### config.mk
export PLATFORM = sky130hd
export DESIGN_NAME = tnfs_reply_parser_flat
export DESIGN_NICKNAME = d
export VERILOG_FILES = /design/src/rtl/trp_pkg.sv /design/src/rtl/trp_if.sv /design/src/rtl/trp_decode.sv /design/src/rtl/tnfs_reply_parser.sv /design/src/flat_wrapper.sv
export SDC_FILE = /design/constraint.sdc
export NUM_CORES = 1
export LEC_CHECK = 0
export ABC_CLOCK_PERIOD_IN_PS = 13900
export BUFFER_PORTS_ARGS = -buffer_cell sky130_fd_sc_hd__clkbuf_2
export CORE_MARGIN = 5
export CORE_UTILIZATION = 65
export DETAILED_ROUTE_END_ITERATION = 6
export PLACE_DENSITY = 0.85
export RECOVER_POWER = 100
export SYNTH_ARGS = -nofsm -noshare
export SYNTH_HDL_FRONTEND = slang
export SYNTH_SLANG_ARGS = --single-unit
export TNS_END_PERCENT = 1
### constraint.sdc
create_clock -name clk -period 13.9 [get_ports clk]
set_input_delay 0.695 -clock clk [delete_from_list [all_inputs] [get_ports clk]]
set_output_delay 0.695 -clock clk [all_outputs]
set_load 0.03 [all_outputs]
### src/rtl/trp_pkg.sv
`timescale 1ns / 1ps
// ----------------------------------------------------------------------------
// trp_pkg
// Types and constants shared by the reply parser and its body decode.
// ----------------------------------------------------------------------------
package trp_pkg;

  // header layout
  localparam int HDR_LEN      = 5;
  localparam int COUNT_W      = 17;
  localparam int COUNT_MAX    = 65540;
  localparam int HEAD_MIN     = 10;

  localparam logic [COUNT_W-1:0] POS_CONN_LO = COUNT_W'(0);
  localparam logic [COUNT_W-1:0] POS_CONN_HI = COUNT_W'(1);
  localparam logic [COUNT_W-1:0] POS_SEQ     = COUNT_W'(2);
  localparam logic [COUNT_W-1:0] POS_CMD     = COUNT_W'(3);
  localparam logic [COUNT_W-1:0] POS_STATUS  = COUNT_W'(4);

  // body offsets used by the decode
  localparam int OFS_WORD0 = 0;
  localparam int OFS_WORD1 = 2;
  localparam int OFS_SIZE_LO = 6;
  localparam int OFS_SIZE_HI = 8;

  // minimum body lengths per reply kind
  localparam logic [COUNT_W-1:0] MIN_WORD   = COUNT_W'(2);
  localparam logic [COUNT_W-1:0] MIN_MOUNT  = COUNT_W'(4);
  localparam logic [COUNT_W-1:0] MIN_BYTE   = COUNT_W'(1);
  localparam logic [COUNT_W-1:0] MIN_STAT   = COUNT_W'(10);

  // configuration port
  localparam int CFG_DATA_W = 8;
  typedef logic [2:0] cfg_idx_t;

  localparam cfg_idx_t CFG_EXPECTED_SEQ = 3'd0;
  localparam cfg_idx_t CFG_EXPECTED_CMD = 3'd1;
  localparam cfg_idx_t CFG_REPLY_KIND   = 3'd2;
  localparam cfg_idx_t CFG_OK_CODE      = 3'd3;
  localparam cfg_idx_t CFG_AGAIN_CODE   = 3'd4;

  localparam logic [7:0] AGAIN_RESET = 8'd7;

  // reply kinds
  localparam logic [2:0] KIND_NONE    = 3'd0;
  localparam logic [2:0] KIND_MOUNT   = 3'd1;
  localparam logic [2:0] KIND_HANDLE  = 3'd2;
  localparam logic [2:0] KIND_WRITE   = 3'd3;
  localparam logic [2:0] KIND_READ    = 3'd4;
  localparam logic [2:0] KIND_READDIR = 3'd5;
  localparam logic [2:0] KIND_STAT    = 3'd6;

  // finished datagram, handed from the byte collector to the decode
  typedef struct packed {
    logic [COUNT_W-1:0]           count;
    logic [15:0]                  conn;
    logic                         match;
    logic [7:0]                   status;
    logic [HEAD_MIN-1:0][7:0]     head;
    logic                         nul;
    logic [2:0]                   kind;
    logic [7:0]                   ok_code;
    logic [7:0]                   again_code;
  } snap_t;

  // one result transaction
  typedef struct packed {
    logic        header_ok;
    logic [15:0] conn_id;
    logic [7:0]  status_code;
    logic [15:0] retry_delay;
    logic [15:0] body_length;
    logic        body_ok;
    logic [31:0] value_a;
    logic [15:0] value_b;
  } result_t;

endpackage

### src/rtl/trp_if.sv
`timescale 1ns / 1ps
// ----------------------------------------------------------------------------
// trp_rx_if / trp_tx_if
// Valid/ready channels for datagram bytes in and parsed results out.
// ----------------------------------------------------------------------------
interface trp_rx_if;
  logic       valid;
  logic       ready;
  logic [7:0] rx_byte;
  logic       last_byte;

  modport source (output valid, rx_byte, last_byte, input ready);
  modport sink   (input valid, rx_byte, last_byte, output ready);
endinterface

interface trp_tx_if;
  logic        valid;
  logic        ready;
  logic        header_ok;
  logic [15:0] conn_id;
  logic [7:0]  status_code;
  logic [15:0] retry_delay;
  logic [15:0] body_length;
  logic        body_ok;
  logic [31:0] value_a;
  logic [15:0] value_b;

  modport source (output valid, header_ok, conn_id, status_code, retry_delay,
                  body_length, body_ok, value_a, value_b, input ready);
  modport sink   (input valid, header_ok, conn_id, status_code, retry_delay,
                  body_length, body_ok, value_a, value_b, output ready);
endinterface

### src/rtl/trp_decode.sv
`timescale 1ns / 1ps
// ----------------------------------------------------------------------------
// trp_decode
// Header check and kind-specific body decode of one finished datagram.
// ----------------------------------------------------------------------------
module trp_decode (
  input  trp_pkg::snap_t   snap,
  output trp_pkg::result_t res
);
  import trp_pkg::*;

  logic               hok;
  logic [COUNT_W-1:0] blen;
  logic [15:0]        word0;
  logic [15:0]        word1;
  logic [31:0]        size;
  logic               bok;
  logic [31:0]        va;
  logic [15:0]        vb;

  // body words, little-endian
  assign word0 = {snap.head[OFS_WORD0+1], snap.head[OFS_WORD0]};
  assign word1 = {snap.head[OFS_WORD1+1], snap.head[OFS_WORD1]};
  assign size  = {snap.head[OFS_SIZE_HI+1], snap.head[OFS_SIZE_HI],
                  snap.head[OFS_SIZE_LO+1], snap.head[OFS_SIZE_LO]};

  assign hok  = (snap.count >= COUNT_W'(HDR_LEN)) && snap.match;
  assign blen = snap.count - COUNT_W'(HDR_LEN);

  // kind-specific check and values
  always_comb begin
    bok = 1'b0;
    va  = '0;
    vb  = '0;
    if (snap.status == snap.ok_code) begin
      case (snap.kind)
        KIND_MOUNT: begin
          bok = blen >= MIN_MOUNT;
          va  = {16'd0, word0};
          vb  = word1;
        end
        KIND_HANDLE: begin
          bok = blen >= MIN_BYTE;
          va  = {24'd0, snap.head[OFS_WORD0]};
        end
        KIND_WRITE: begin
          bok = blen >= MIN_WORD;
          va  = {16'd0, word0};
        end
        KIND_READ: begin
          bok = (blen >= MIN_WORD) && ((COUNT_W'(word0) + MIN_WORD) <= blen);
          va  = {16'd0, word0};
        end
        KIND_READDIR: begin
          bok = (blen >= MIN_BYTE) && snap.nul;
        end
        KIND_STAT: begin
          bok = blen >= MIN_STAT;
          va  = size;
        end
        default: begin
          bok = 1'b1;
        end
      endcase
    end
  end

  // bad header zeroes everything, failed check zeroes the values
  always_comb begin
    res = '0;
    if (hok) begin
      res.header_ok   = 1'b1;
      res.conn_id     = snap.conn;
      res.status_code = snap.status;
      res.retry_delay = ((snap.status == snap.again_code) && (blen >= MIN_WORD))
                        ? word0 : 16'd0;
      res.body_length = blen[15:0];
      res.body_ok     = bok;
      res.value_a     = bok ? va : 32'd0;
      res.value_b     = bok ? vb : 16'd0;
    end
  end

endmodule

### src/rtl/tnfs_reply_parser.sv
`timescale 1ns / 1ps
// ----------------------------------------------------------------------------
// tnfs_reply_parser
// Parses a reply datagram, one byte per transaction, into one result.
// ----------------------------------------------------------------------------
// Usage:
//   rx carries one datagram byte per transaction, last_byte set on the final
//   byte. The first byte of the next datagram may follow right behind it.
//   After the last byte one transaction appears on tx: the header fields,
//   the saturated body length and the decode chosen by reply_kind.
//   The taken last byte is captured in the snapshot stage; its decode then
//   moves into the result register that drives tx.
//   Throughput is one byte per cycle while rx.ready is high.
//   The configuration port writes one register per cycle with cfg_we; write
//   only between datagrams. Indexes past the register list are ignored.
//   A stalled tx holds its result; the snapshot stage behind it still takes
//   one more finished datagram before rx.ready drops.
//   Synchronous reset clears the datagram state, empties both stages and
//   loads the register defaults.
// ----------------------------------------------------------------------------
module tnfs_reply_parser #(
  parameter int HEAD_BYTES = 10
) (
  input  logic                            clk,
  input  logic                            rst,
  input  logic                            cfg_we,
  input  trp_pkg::cfg_idx_t               cfg_index,
  input  logic [trp_pkg::CFG_DATA_W-1:0]  cfg_data,
  trp_rx_if.sink                          rx,
  trp_tx_if.source                        tx
);
  import trp_pkg::*;

  // configuration registers
  logic [7:0] expected_seq;
  logic [7:0] expected_cmd;
  logic [2:0] reply_kind;
  logic [7:0] ok_code;
  logic [7:0] again_code;

  // datagram state
  logic [COUNT_W-1:0] byte_count;
  logic [15:0]        conn_reg;
  logic               header_match;
  logic [7:0]         status_reg;
  logic [7:0]         body_head [HEAD_BYTES];
  logic               nul_seen;

  logic [COUNT_W-1:0] byte_count_next;
  logic [15:0]        conn_reg_next;
  logic               header_match_next;
  logic [7:0]         status_reg_next;
  logic [7:0]         body_head_next [HEAD_BYTES];
  logic               nul_seen_next;

  logic               in_body;
  logic [COUNT_W-1:0] body_idx;

  // pipeline
  snap_t   snap;
  snap_t   snap_next;
  logic    snap_valid;
  result_t res;
  result_t res_reg;
  logic    out_valid;
  logic    out_free;
  logic    snap_free;
  logic    take;

  assign out_free  = !out_valid || tx.ready;
  assign snap_free = !snap_valid || out_free;
  assign rx.ready  = snap_free;
  assign take      = rx.valid && snap_free;

  // configuration writes
  always_ff @(posedge clk) begin
    if (rst) begin
      expected_seq <= '0;
      expected_cmd <= '0;
      reply_kind   <= KIND_NONE;
      ok_code      <= '0;
      again_code   <= AGAIN_RESET;
    end else if (cfg_we) begin
      case (cfg_index)
        CFG_EXPECTED_SEQ: expected_seq <= cfg_data[7:0];
        CFG_EXPECTED_CMD: expected_cmd <= cfg_data[7:0];
        CFG_REPLY_KIND:   reply_kind   <= cfg_data[2:0];
        CFG_OK_CODE:      ok_code      <= cfg_data[7:0];
        CFG_AGAIN_CODE:   again_code   <= cfg_data[7:0];
        default: ;
      endcase
    end
  end

  // byte position decode
  assign in_body  = byte_count >= COUNT_W'(HDR_LEN);
  assign body_idx = byte_count - COUNT_W'(HDR_LEN);

  always_comb begin
    conn_reg_next     = conn_reg;
    header_match_next = header_match;
    status_reg_next   = status_reg;
    nul_seen_next     = nul_seen;
    case (byte_count)
      POS_CONN_LO: conn_reg_next = {8'd0, rx.rx_byte};
      POS_CONN_HI: conn_reg_next = {rx.rx_byte, conn_reg[7:0]};
      POS_SEQ:     if (rx.rx_byte != expected_seq) header_match_next = 1'b0;
      POS_CMD:     if (rx.rx_byte != expected_cmd) header_match_next = 1'b0;
      POS_STATUS:  status_reg_next = rx.rx_byte;
      default:     if (rx.rx_byte == 8'd0) nul_seen_next = 1'b1;
    endcase
    byte_count_next = (byte_count < COUNT_W'(COUNT_MAX))
                      ? byte_count + COUNT_W'(1) : byte_count;
  end

  // first body bytes kept
  always_comb begin
    for (int i = 0; i < HEAD_BYTES; i++) begin
      body_head_next[i] = (in_body && (body_idx == COUNT_W'(i)))
                          ? rx.rx_byte : body_head[i];
    end
  end

  // finished datagram as seen after its last byte
  always_comb begin
    snap_next.count      = byte_count_next;
    snap_next.conn       = conn_reg_next;
    snap_next.match      = header_match_next;
    snap_next.status     = status_reg_next;
    for (int i = 0; i < HEAD_MIN; i++) begin
      snap_next.head[i] = body_head_next[i];
    end
    snap_next.nul        = nul_seen_next;
    snap_next.kind       = reply_kind;
    snap_next.ok_code    = ok_code;
    snap_next.again_code = again_code;
  end

  // datagram state, cleared after the last byte
  always_ff @(posedge clk) begin
    if (rst || (take && rx.last_byte)) begin
      byte_count   <= '0;
      conn_reg     <= '0;
      header_match <= 1'b1;
      status_reg   <= '0;
      nul_seen     <= 1'b0;
      for (int i = 0; i < HEAD_BYTES; i++) body_head[i] <= '0;
    end else if (take) begin
      byte_count   <= byte_count_next;
      conn_reg     <= conn_reg_next;
      header_match <= header_match_next;
      status_reg   <= status_reg_next;
      nul_seen     <= nul_seen_next;
      for (int i = 0; i < HEAD_BYTES; i++) body_head[i] <= body_head_next[i];
    end
  end

  // snapshot stage
  always_ff @(posedge clk) begin
    if (rst) begin
      snap_valid <= 1'b0;
    end else if (take && rx.last_byte) begin
      snap_valid <= 1'b1;
    end else if (out_free) begin
      snap_valid <= 1'b0;
    end
  end

  always_ff @(posedge clk) begin
    if (take && rx.last_byte) snap <= snap_next;
  end

  trp_decode u_decode (
    .snap (snap),
    .res  (res)
  );

  // result register
  always_ff @(posedge clk) begin
    if (rst) begin
      out_valid <= 1'b0;
    end else if (out_free) begin
      out_valid <= snap_valid;
    end
  end

  always_ff @(posedge clk) begin
    if (out_free && snap_valid) res_reg <= res;
  end

  assign tx.valid       = out_valid;
  assign tx.header_ok   = res_reg.header_ok;
  assign tx.conn_id     = res_reg.conn_id;
  assign tx.status_code = res_reg.status_code;
  assign tx.retry_delay = res_reg.retry_delay;
  assign tx.body_length = res_reg.body_length;
  assign tx.body_ok     = res_reg.body_ok;
  assign tx.value_a     = res_reg.value_a;
  assign tx.value_b     = res_reg.value_b;

endmodule

### src/flat_wrapper.sv
// flat-port wrapper written by rule: the top's interface ports become plain ports
module tnfs_reply_parser_flat import trp_pkg::*;
#(
  parameter int HEAD_BYTES = 10
)
  (clk, rst, cfg_we, cfg_index, cfg_data, rx_valid, rx_rx_byte, rx_last_byte, rx_ready, tx_valid, tx_header_ok, tx_conn_id, tx_status_code, tx_retry_delay, tx_body_length, tx_body_ok, tx_value_a, tx_value_b, tx_ready);
  trp_rx_if rx_i ();
  trp_tx_if tx_i ();
  input  logic clk;
  input  logic rst;
  input  logic cfg_we;
  input  trp_pkg::cfg_idx_t cfg_index;
  input  logic [trp_pkg::CFG_DATA_W-1:0] cfg_data;
  input wire logic [$bits(rx_i.valid)-1:0] rx_valid;
  input wire logic [$bits(rx_i.rx_byte)-1:0] rx_rx_byte;
  input wire logic [$bits(rx_i.last_byte)-1:0] rx_last_byte;
  output wire logic [$bits(rx_i.ready)-1:0] rx_ready;
  output wire logic [$bits(tx_i.valid)-1:0] tx_valid;
  output wire logic [$bits(tx_i.header_ok)-1:0] tx_header_ok;
  output wire logic [$bits(tx_i.conn_id)-1:0] tx_conn_id;
  output wire logic [$bits(tx_i.status_code)-1:0] tx_status_code;
  output wire logic [$bits(tx_i.retry_delay)-1:0] tx_retry_delay;
  output wire logic [$bits(tx_i.body_length)-1:0] tx_body_length;
  output wire logic [$bits(tx_i.body_ok)-1:0] tx_body_ok;
  output wire logic [$bits(tx_i.value_a)-1:0] tx_value_a;
  output wire logic [$bits(tx_i.value_b)-1:0] tx_value_b;
  input wire logic [$bits(tx_i.ready)-1:0] tx_ready;
  assign rx_i.valid = rx_valid;
  assign rx_i.rx_byte = rx_rx_byte;
  assign rx_i.last_byte = rx_last_byte;
  assign rx_ready = rx_i.ready;
  assign tx_valid = tx_i.valid;
  assign tx_header_ok = tx_i.header_ok;
  assign tx_conn_id = tx_i.conn_id;
  assign tx_status_code = tx_i.status_code;
  assign tx_retry_delay = tx_i.retry_delay;
  assign tx_body_length = tx_i.body_length;
  assign tx_body_ok = tx_i.body_ok;
  assign tx_value_a = tx_i.value_a;
  assign tx_value_b = tx_i.value_b;
  assign tx_i.ready = tx_ready;
  tnfs_reply_parser #(.HEAD_BYTES(HEAD_BYTES)) u_core (.clk(clk), .rst(rst), .cfg_we(cfg_we), .cfg_index(cfg_index), .cfg_data(cfg_data), .rx(rx_i), .tx(tx_i));
endmodule
==> results.json, run 1 <==
{
  "root_buffer": "clkbuf_16",
  "drt_iter0_markers": 1108,
  "die_area_um2": 28980,
  "place_congestion": 0.9015,
  "ff2ff_path_depth": 3,
  "critPathSlowestCell": "nor2b_1",
  "post-route-min-period_ps": 6447,
  "power.density_nw_per_um2": 129.9,
  "hold_path_class": "flop to flop",
  "die_w_um": 170.2,
  "maxSlewHeadroom_pct": -225.2,
  "busiest_layer": "met2",
  "peakVddDrop_uv": 116.8,
  "portBuffers": 132,
  "setup_viol": 0,
  "cts_tree": "yes",
  "firstDrtPassIters": 5,
  "synth_cells": 1318,
  "synth_top_area_cell": "edfxtp_1",
  "regArea_um2": 10490,
  "arrival_ps": 6510,
  "worstMarginPinSlew_ps": 4878,
  "synth-edff-count": 296,
  "cp-end-kind": "flop",
  "antenna_found_initial": 1,
  "p_comb_share_pct": 6.0,
  "antenna_left": 0,
  "clkPwrFrac_pct": 40.9,
  "yosys_warnings": 0,
  "top_register": "u_core.snap",
  "status": "complete, but fails checks",
  "yosysTopAreaCellShare_pct": 53.26,
  "fin_crit_sh_pct": 46.38,
  "n_antenna_cell": 0,
  "viasPerCell": 6.170,
  "path_class": "flop to flop",
  "cp_max_fo": 61,
  "largest_reg_flops": 126,
  "post-place-cells": 1709,
  "synth-seq-cells": 376,
  "violations": "max-capacitance violations, max-slew violations",
  "stdcell_count": 1775,
  "cts_hold_buf": 0,
  "swShare_pct": 22.08,
  "final_max_slew_viol_count": 426,
  "cap_violations": 7,
  "avgRoutedWirePerCell_um": 21.44,
  "postSynthAreaPerCell_um2": 12.66,
  "grt_max_degree": 88,
  "syn_area_um2": 16690,
  "area_growth_pct": 10.83,
  "drc": 0,
  "timing.rr.end": "u_core.tx.retry_delay[7]",
  "rows": 58,
  "fmax_mhz": 155.1,
  "async_flop_share_pct": 0,
  "hold_violations": 0,
  "grt_overflow": 0,
  "p_seq_share_pct": 53.1,
  "die_y_um": 170.2,
  "clock_path_buffers": 3,
  "cts_setup_buffers": 0,
  "start_kind": "flop",
  "crit_start": "u_core.tx.valid",
  "rsz0062_at_grt": "no",
  "ys_types": 67,
  "path_clk_slew_ps": 60,
  "multi_input_area_um2": 5757,
  "initial_utilization_pct": 66.08,
  "crit_top_cell": "nor2b_1",
  "grtUsageMet3_pct": 5.436,
  "clock-sinks": 376,
  "worstReg2RegStart": "u_core.tx.valid",
  "leakage_nw": 6.544,
  "regToRegSetupSlack_ps": 7450,
  "syn_nets": 1370,
  "internal_power_w": 0.001872,
  "fin_skew_ps": 18.51,
  "path_cells": "nor2b_1 > nor2b_1 > clkbuf_1",
  "grt_pass1_vias": 10810,
  "vias": 10950,
  "fillCellCount": 1741,
  "grt.total_usage_pct": 26.27,
  "post_cts_resized": 0,
  "insertion_delay_ps": 520,
  "net-switching-power_w": 0.0005304,
  "ys.flop_type": "edfxtp_1",
  "dp_hpwl_um": 24610,
  "numCtsBuffers": 37,
  "endpoint": "u_core.tx.retry_delay[7]",
  "yosys-top-cells-area": "edfxtp_1 53%, dfxtp_1 9.6%, mux2_2 4.9%, and2_1 4.2%, a22o_1 2.9%",
  "drive_above_1_share_pct": 7.751,
  "grt_first_pass_wirelength_um": 59720,
  "slowest_delay_ps": 2980,
  "io_pins": 133,
  "grt_use_met2_pct": 42.42,
  "nets": 1470,
  "core-area_um2": 25250,
  "h-tree-depth": 2,
  "timing.setup.tns_ps": 0,
  "yosysSeqAreaShare_pct": 62.86,
  "grt_use_met1_pct": 35.73,
  "routed_wl_um": 38060,
  "required_ps": 13960
}
## cells by family (layout without fill, tap and decap cells)
kind of cell    after synthesis  after routing  synth area share [%]
compound gates              205            205                 8.135
xor+xnor                     78             78                 4.139
fa+ha+maj                    27             27                 2.024
buf+inv                      99            226                 2.384
flops                       376            376                 62.86
mux                          93             93                 6.148
simple gates                440            440                 14.31
## Yosys cell counts, types with 3 or more instances
library cell and instances:
buf_2 11, buf_1 5, o31ai_1 4, nand2b_1 8, nand3_1 41, o21ai_1 3
and4_1 3, inv_1 12, a22o_1 56, nand4_2 7, o21a_1 3, nand4_1 33
edfxtp_1 296, nor2_1 55, nand3b_1 4, xor2_1 28, a21oi_1 84, nor2b_1 10
a31oi_1 5, and3_1 14, mux2_2 73, dfxtp_1 80, or3_1 6, ha_1 27
and2_1 113, clkbuf_1 64, xnor2_1 49, nor3_1 11, nand2_1 109, o21ai_0 30
clkinv_1 3, mux2i_1 19, nor4_1 11
## placed cells by master (no fill, tap or decap), types with 4 or more instances in the layout
master	count
dfxtp_1	80
nand3_1	41
mux2_2	26
o31ai_1	5
a22o_1	56
xnor2_1	49
clkbuf_1	128
nor2_1	55
a31oi_1	5
and2_0	76
ha_1	27
or3_1	6
edfxtp_1	296
a21oi_1	84
buf_4	5
xor2_1	28
mux2_1	47
nor3_1	11
nand2b_1	8
mux2i_1	19
clkbuf_16	38
inv_1	13
nand3b_1	4
o21ai_0	31
nor2b_1	10
clkbuf_2	22
nand4_1	39
clkinv_1	8
nor4_1	11
and3_1	14
nand2_1	109
and2_1	37
## power by group through the flow
| stage | clock [W] | sequential, W | combinational, W |
|---|---|---|---|
| floorplan | 0 | 0.00131 | 0.0000871 |
| global placement | 0 | 0.00129 | 0.000144 |
| detailed placement | 0 | 0.00130 | 0.000147 |
| CTS | 0.000992 | 0.00127 | 0.000148 |
| global route | 0.00104 | 0.00128 | 0.000155 |
| finish | 0.000983 | 0.00128 | 0.000143 |
## area by class of cell
class | count | area share (%)
clock buffers | 52 | 5.587
clock inverters | 14 | 0.8388
inverters | 16 | 0.3315
multi-input cells | 843 | 31.12
flip-flops and latches | 376 | 56.71
well taps | 330 | 2.232
repair buffers | 144 | 3.173
## worst min path at each step
stage	end	depth (start not counted)	slack (ps)	from
3_5_place_dp	u_core.snap[10]	0	420	u_core.ok_code[2]
2_1_floorplan	u_core.snap[16]	0	410	u_core.reply_kind[0]
3_3_place_gp	u_core.snap[2]	0	410	u_core.again_code[2]
5_1_grt	u_core.snap[3]	0	440	u_core.again_code[3]
4_1_cts	u_core.ok_code[3]	3	430	cfg_data[3]
6_report	u_core.snap[10]	0	440	u_core.ok_code[2]
## metrics by stage
step	hold slack (ps)	utilization [%]	worst slack (ps)	instance area [um2]	power, W
2_1_floorplan	407.6	-	7860	16690	0.001396
3_3_place_gp	414.9	69.51	9803	17550	0.001438
3_5_place_dp	420.4	69.51	9623	17550	0.001443
4_1_cts	429.2	74.22	9541	18740	0.002414
5_1_grt	444.8	73.24	6889	18500	0.002476
6_report	437.5	73.24	7453	18500	0.002403
## critical path, delay by kind of cell (launching register included)
| kind | cells | cell delay (ps) |
|---|---|---|
| buf+inv | 1 | 2440 |
| flops | 1 | 300 |
| simple gates | 2 | 3150 |
## routing by layer
layer	vias to the layer above	share of wire, %
met1	5250	40
met4	2	3.3
met3	99	9.2
met2	557	47
met5	-	0.029
li1	5043	-
(Power assumes the default switching activity.)
==> run 2: changes to the inputs <==
--- a/config.mk
+++ b/config.mk
@@ -5,12 +5,12 @@
 export SDC_FILE = /design/constraint.sdc
 export NUM_CORES = 1
 export LEC_CHECK = 0
-export ABC_CLOCK_PERIOD_IN_PS = 13900
+export ABC_CLOCK_PERIOD_IN_PS = 6510
 export BUFFER_PORTS_ARGS = -buffer_cell sky130_fd_sc_hd__clkbuf_2
 export CORE_MARGIN = 5
-export CORE_UTILIZATION = 65
+export CORE_UTILIZATION = 60
 export DETAILED_ROUTE_END_ITERATION = 6
-export PLACE_DENSITY = 0.85
+export PLACE_DENSITY = 0.8
 export RECOVER_POWER = 100
 export SYNTH_ARGS = -nofsm -noshare
 export SYNTH_HDL_FRONTEND = slang
==> constraint.sdc (replaced) <==
create_clock -name clk -period 6.51 [get_ports clk]
set_input_delay 0.3255 -clock clk [delete_from_list [all_inputs] [get_ports clk]]
set_output_delay 0.3255 -clock clk [all_outputs]
set_load 0.03 [all_outputs]
==> run 2 against run 1 <==
Against the previous run:
- sequential share of layout area decreased by 0.27 points
- total power increased by 110%
- global-route usage decreased by 2.8 points
- non-clock buffer count decreased by 1
- the run still ends with max-capacitance violations, max-slew violations left
- final area increased by 0.47%
- sequential power increased by 110%
- wire length decreased by 3.1%
- largest cell class unchanged
==> results.json, run 2 (synthesis results as in run 1) <==
{
  "status": "complete, but fails checks",
  "violations": "max-capacitance violations, max-slew violations",
  "grt_max_degree": 88,
  "hold_path_class": "input port to flop",
  "path_clk_slew_ps": 60,
  "path_class": "flop to flop",
  "start_kind": "flop",
  "cts_tree": "yes",
  "cp_max_fo": 32,
  "worstReg2RegStart": "u_core.snap[125]",
  "nets": 1469,
  "viasPerCell": 5.939,
  "largest_reg_flops": 126,
  "grt_overflow": 0,
  "required_ps": 6750,
  "worstMarginPinSlew_ps": 3576,
  "fin_skew_ps": 30.97,
  "holdWs_ps": 82.14,
  "drc": 0,
  "setup_viol": 0,
  "area_growth_pct": 11.36,
  "rows": 61,
  "die_y_um": 176.8,
  "routed_wl_um": 36890,
  "post_cts_resized": 0,
  "clock_path_buffers": 3,
  "peakVddDrop_uv": 187.3,
  "fillCellCount": 2104,
  "dp_hpwl_um": 23650,
  "avgRoutedWirePerCell_um": 20.24,
  "final_cell_mix": "296 x edfxtp_1, 129 x clkbuf_1, 109 x nand2_1, 84 x a21oi_1, 80 x dfxtp_1",
  "cts_hold_buf": 0,
  "fmax_mhz": 192.0,
  "portBuffers": 132,
  "firstDrtPassIters": 6,
  "die_area_um2": 31250,
  "die_w_um": 176.8,
  "vias": 10830,
  "pre_cts_slack_ps": 1937,
  "drt_iter0_markers": 944,
  "grt_pass1_vias": 10490,
  "antenna_left": 0,
  "grt.total_usage_pct": 23.51,
  "ff2ff_path_depth": 15,
  "fin_crit_sh_pct": 79.99,
  "initial_utilization_pct": 60.40,
  "core-area_um2": 27630,
  "place_congestion": 0.8953,
  "arrival_ps": 5450,
  "power_w": 0.005114,
  "cts_setup_buffers": 0,
  "timing.setup.tns_ps": 0,
  "insertion_delay_ps": 530,
  "antenna_found_initial": 0,
  "layout_commonest_cell": "edfxtp_1",
  "clock-sinks": 376,
  "final_max_slew_viol_count": 344,
  "post-route-min-period_ps": 5207,
  "cp-end-kind": "flop",
  "power.density_nw_per_um2": 275.2,
  "maxSlewHeadroom_pct": -138.4,
  "n_antenna_cell": 0,
  "cap_violations": 6,
  "min_path_cells": 3,
  "h-tree-depth": 2,
  "rsz0062_at_grt": "no",
  "setup_slack_ps": 1303,
  "io_pins": 133,
  "top_register": "u_core.snap",
  "numCtsBuffers": 37,
  "timing.rr.end": "u_core.tx.body_ok",
  "hold_start": "cfg_data[5]",
  "regToRegSetupSlack_ps": 1300,
  "leakage_nw": 6.555,
  "holdPathEnd": "u_core.expected_seq[5]",
  "grt_first_pass_wirelength_um": 58410,
  "root_buffer": "clkbuf_16",
  "drive_above_1_share_pct": 8.651,
  "hold_violations": 0
}
-- run 2: per-layer routing --
| metal | up-vias | share of wire (%) | global-route usage [%] | wire (um) |
|---|---|---|---|---|
| li1 | 5049 | - | - | - |
| met1 | 5269 | 43 | 34.26 | 16030 |
| met2 | 452 | 47 | 37.87 | 17470 |
| met3 | 57 | 7.3 | 3.183 | 2696 |
| met4 | 0 | 1.9 | 5.996 | 694 |
| met5 | - | 0 | 0 | 0 |
-- run 2: metrics by stage --
step	std cells	util (%)	instance area, um2
after floorplan	1318	-	16690
after CTS	1823	68.03	18800
after detailed placement	1756	63.74	17610
after global routing	1823	67.26	18580
after global placement	1756	63.74	17610
final	1823	67.26	18580
-- run 2: power breakdown --
part           leakage, nW  switching, W  internal, W
combinational         2.45      0.000219    0.0000868
sequential            3.53     0.0000430      0.00268
clock                0.575      0.000869      0.00122
total                 6.56       0.00113      0.00398
-- run 2: worst max-delay path by stage --
stage | start | endpoint | slack (ps) | cells after the start
2_1_floorplan | u_core.tx.valid | u_core.tx.body_length[0] | 630 | 2
3_3_place_gp | u_core.snap[125] | u_core.tx.body_ok | 2140 | 15
3_5_place_dp | u_core.snap[125] | u_core.tx.body_ok | 1940 | 15
4_1_cts | u_core.snap[125] | u_core.tx.body_ok | 1930 | 15
5_1_grt | u_core.snap[125] | u_core.tx.body_ok | 980 | 15
6_report | u_core.snap[125] | u_core.tx.body_ok | 1300 | 15
-- run 2: layout make-up --
type | instances | area [um2] | share of cell area, %
well taps | 378 | 473.0 | 2.545
clock buffers | 55 | 1025 | 5.514
clock inverters | 12 | 161.4 | 0.8685
inverters | 16 | 62.56 | 0.3366
repair buffers | 143 | 589.3 | 3.171
multi-input cells | 843 | 5783 | 31.12
flip-flops and latches | 376 | 10490 | 56.45
-- run 2: critical path: stages (launching register included) --
cell      delay (ps)
edfxtp_1         440
inv_1            170
ha_1             220
nand2b_1         210
nand4_1          180
nor3_1           270
nor3b_1          290
xnor2_1          150
ha_1             310
nand4_1          110
a21oi_1          140
o41ai_1          110
a211o_1          320
mux2i_2         1420
buf_4            440
a21boi_0         130
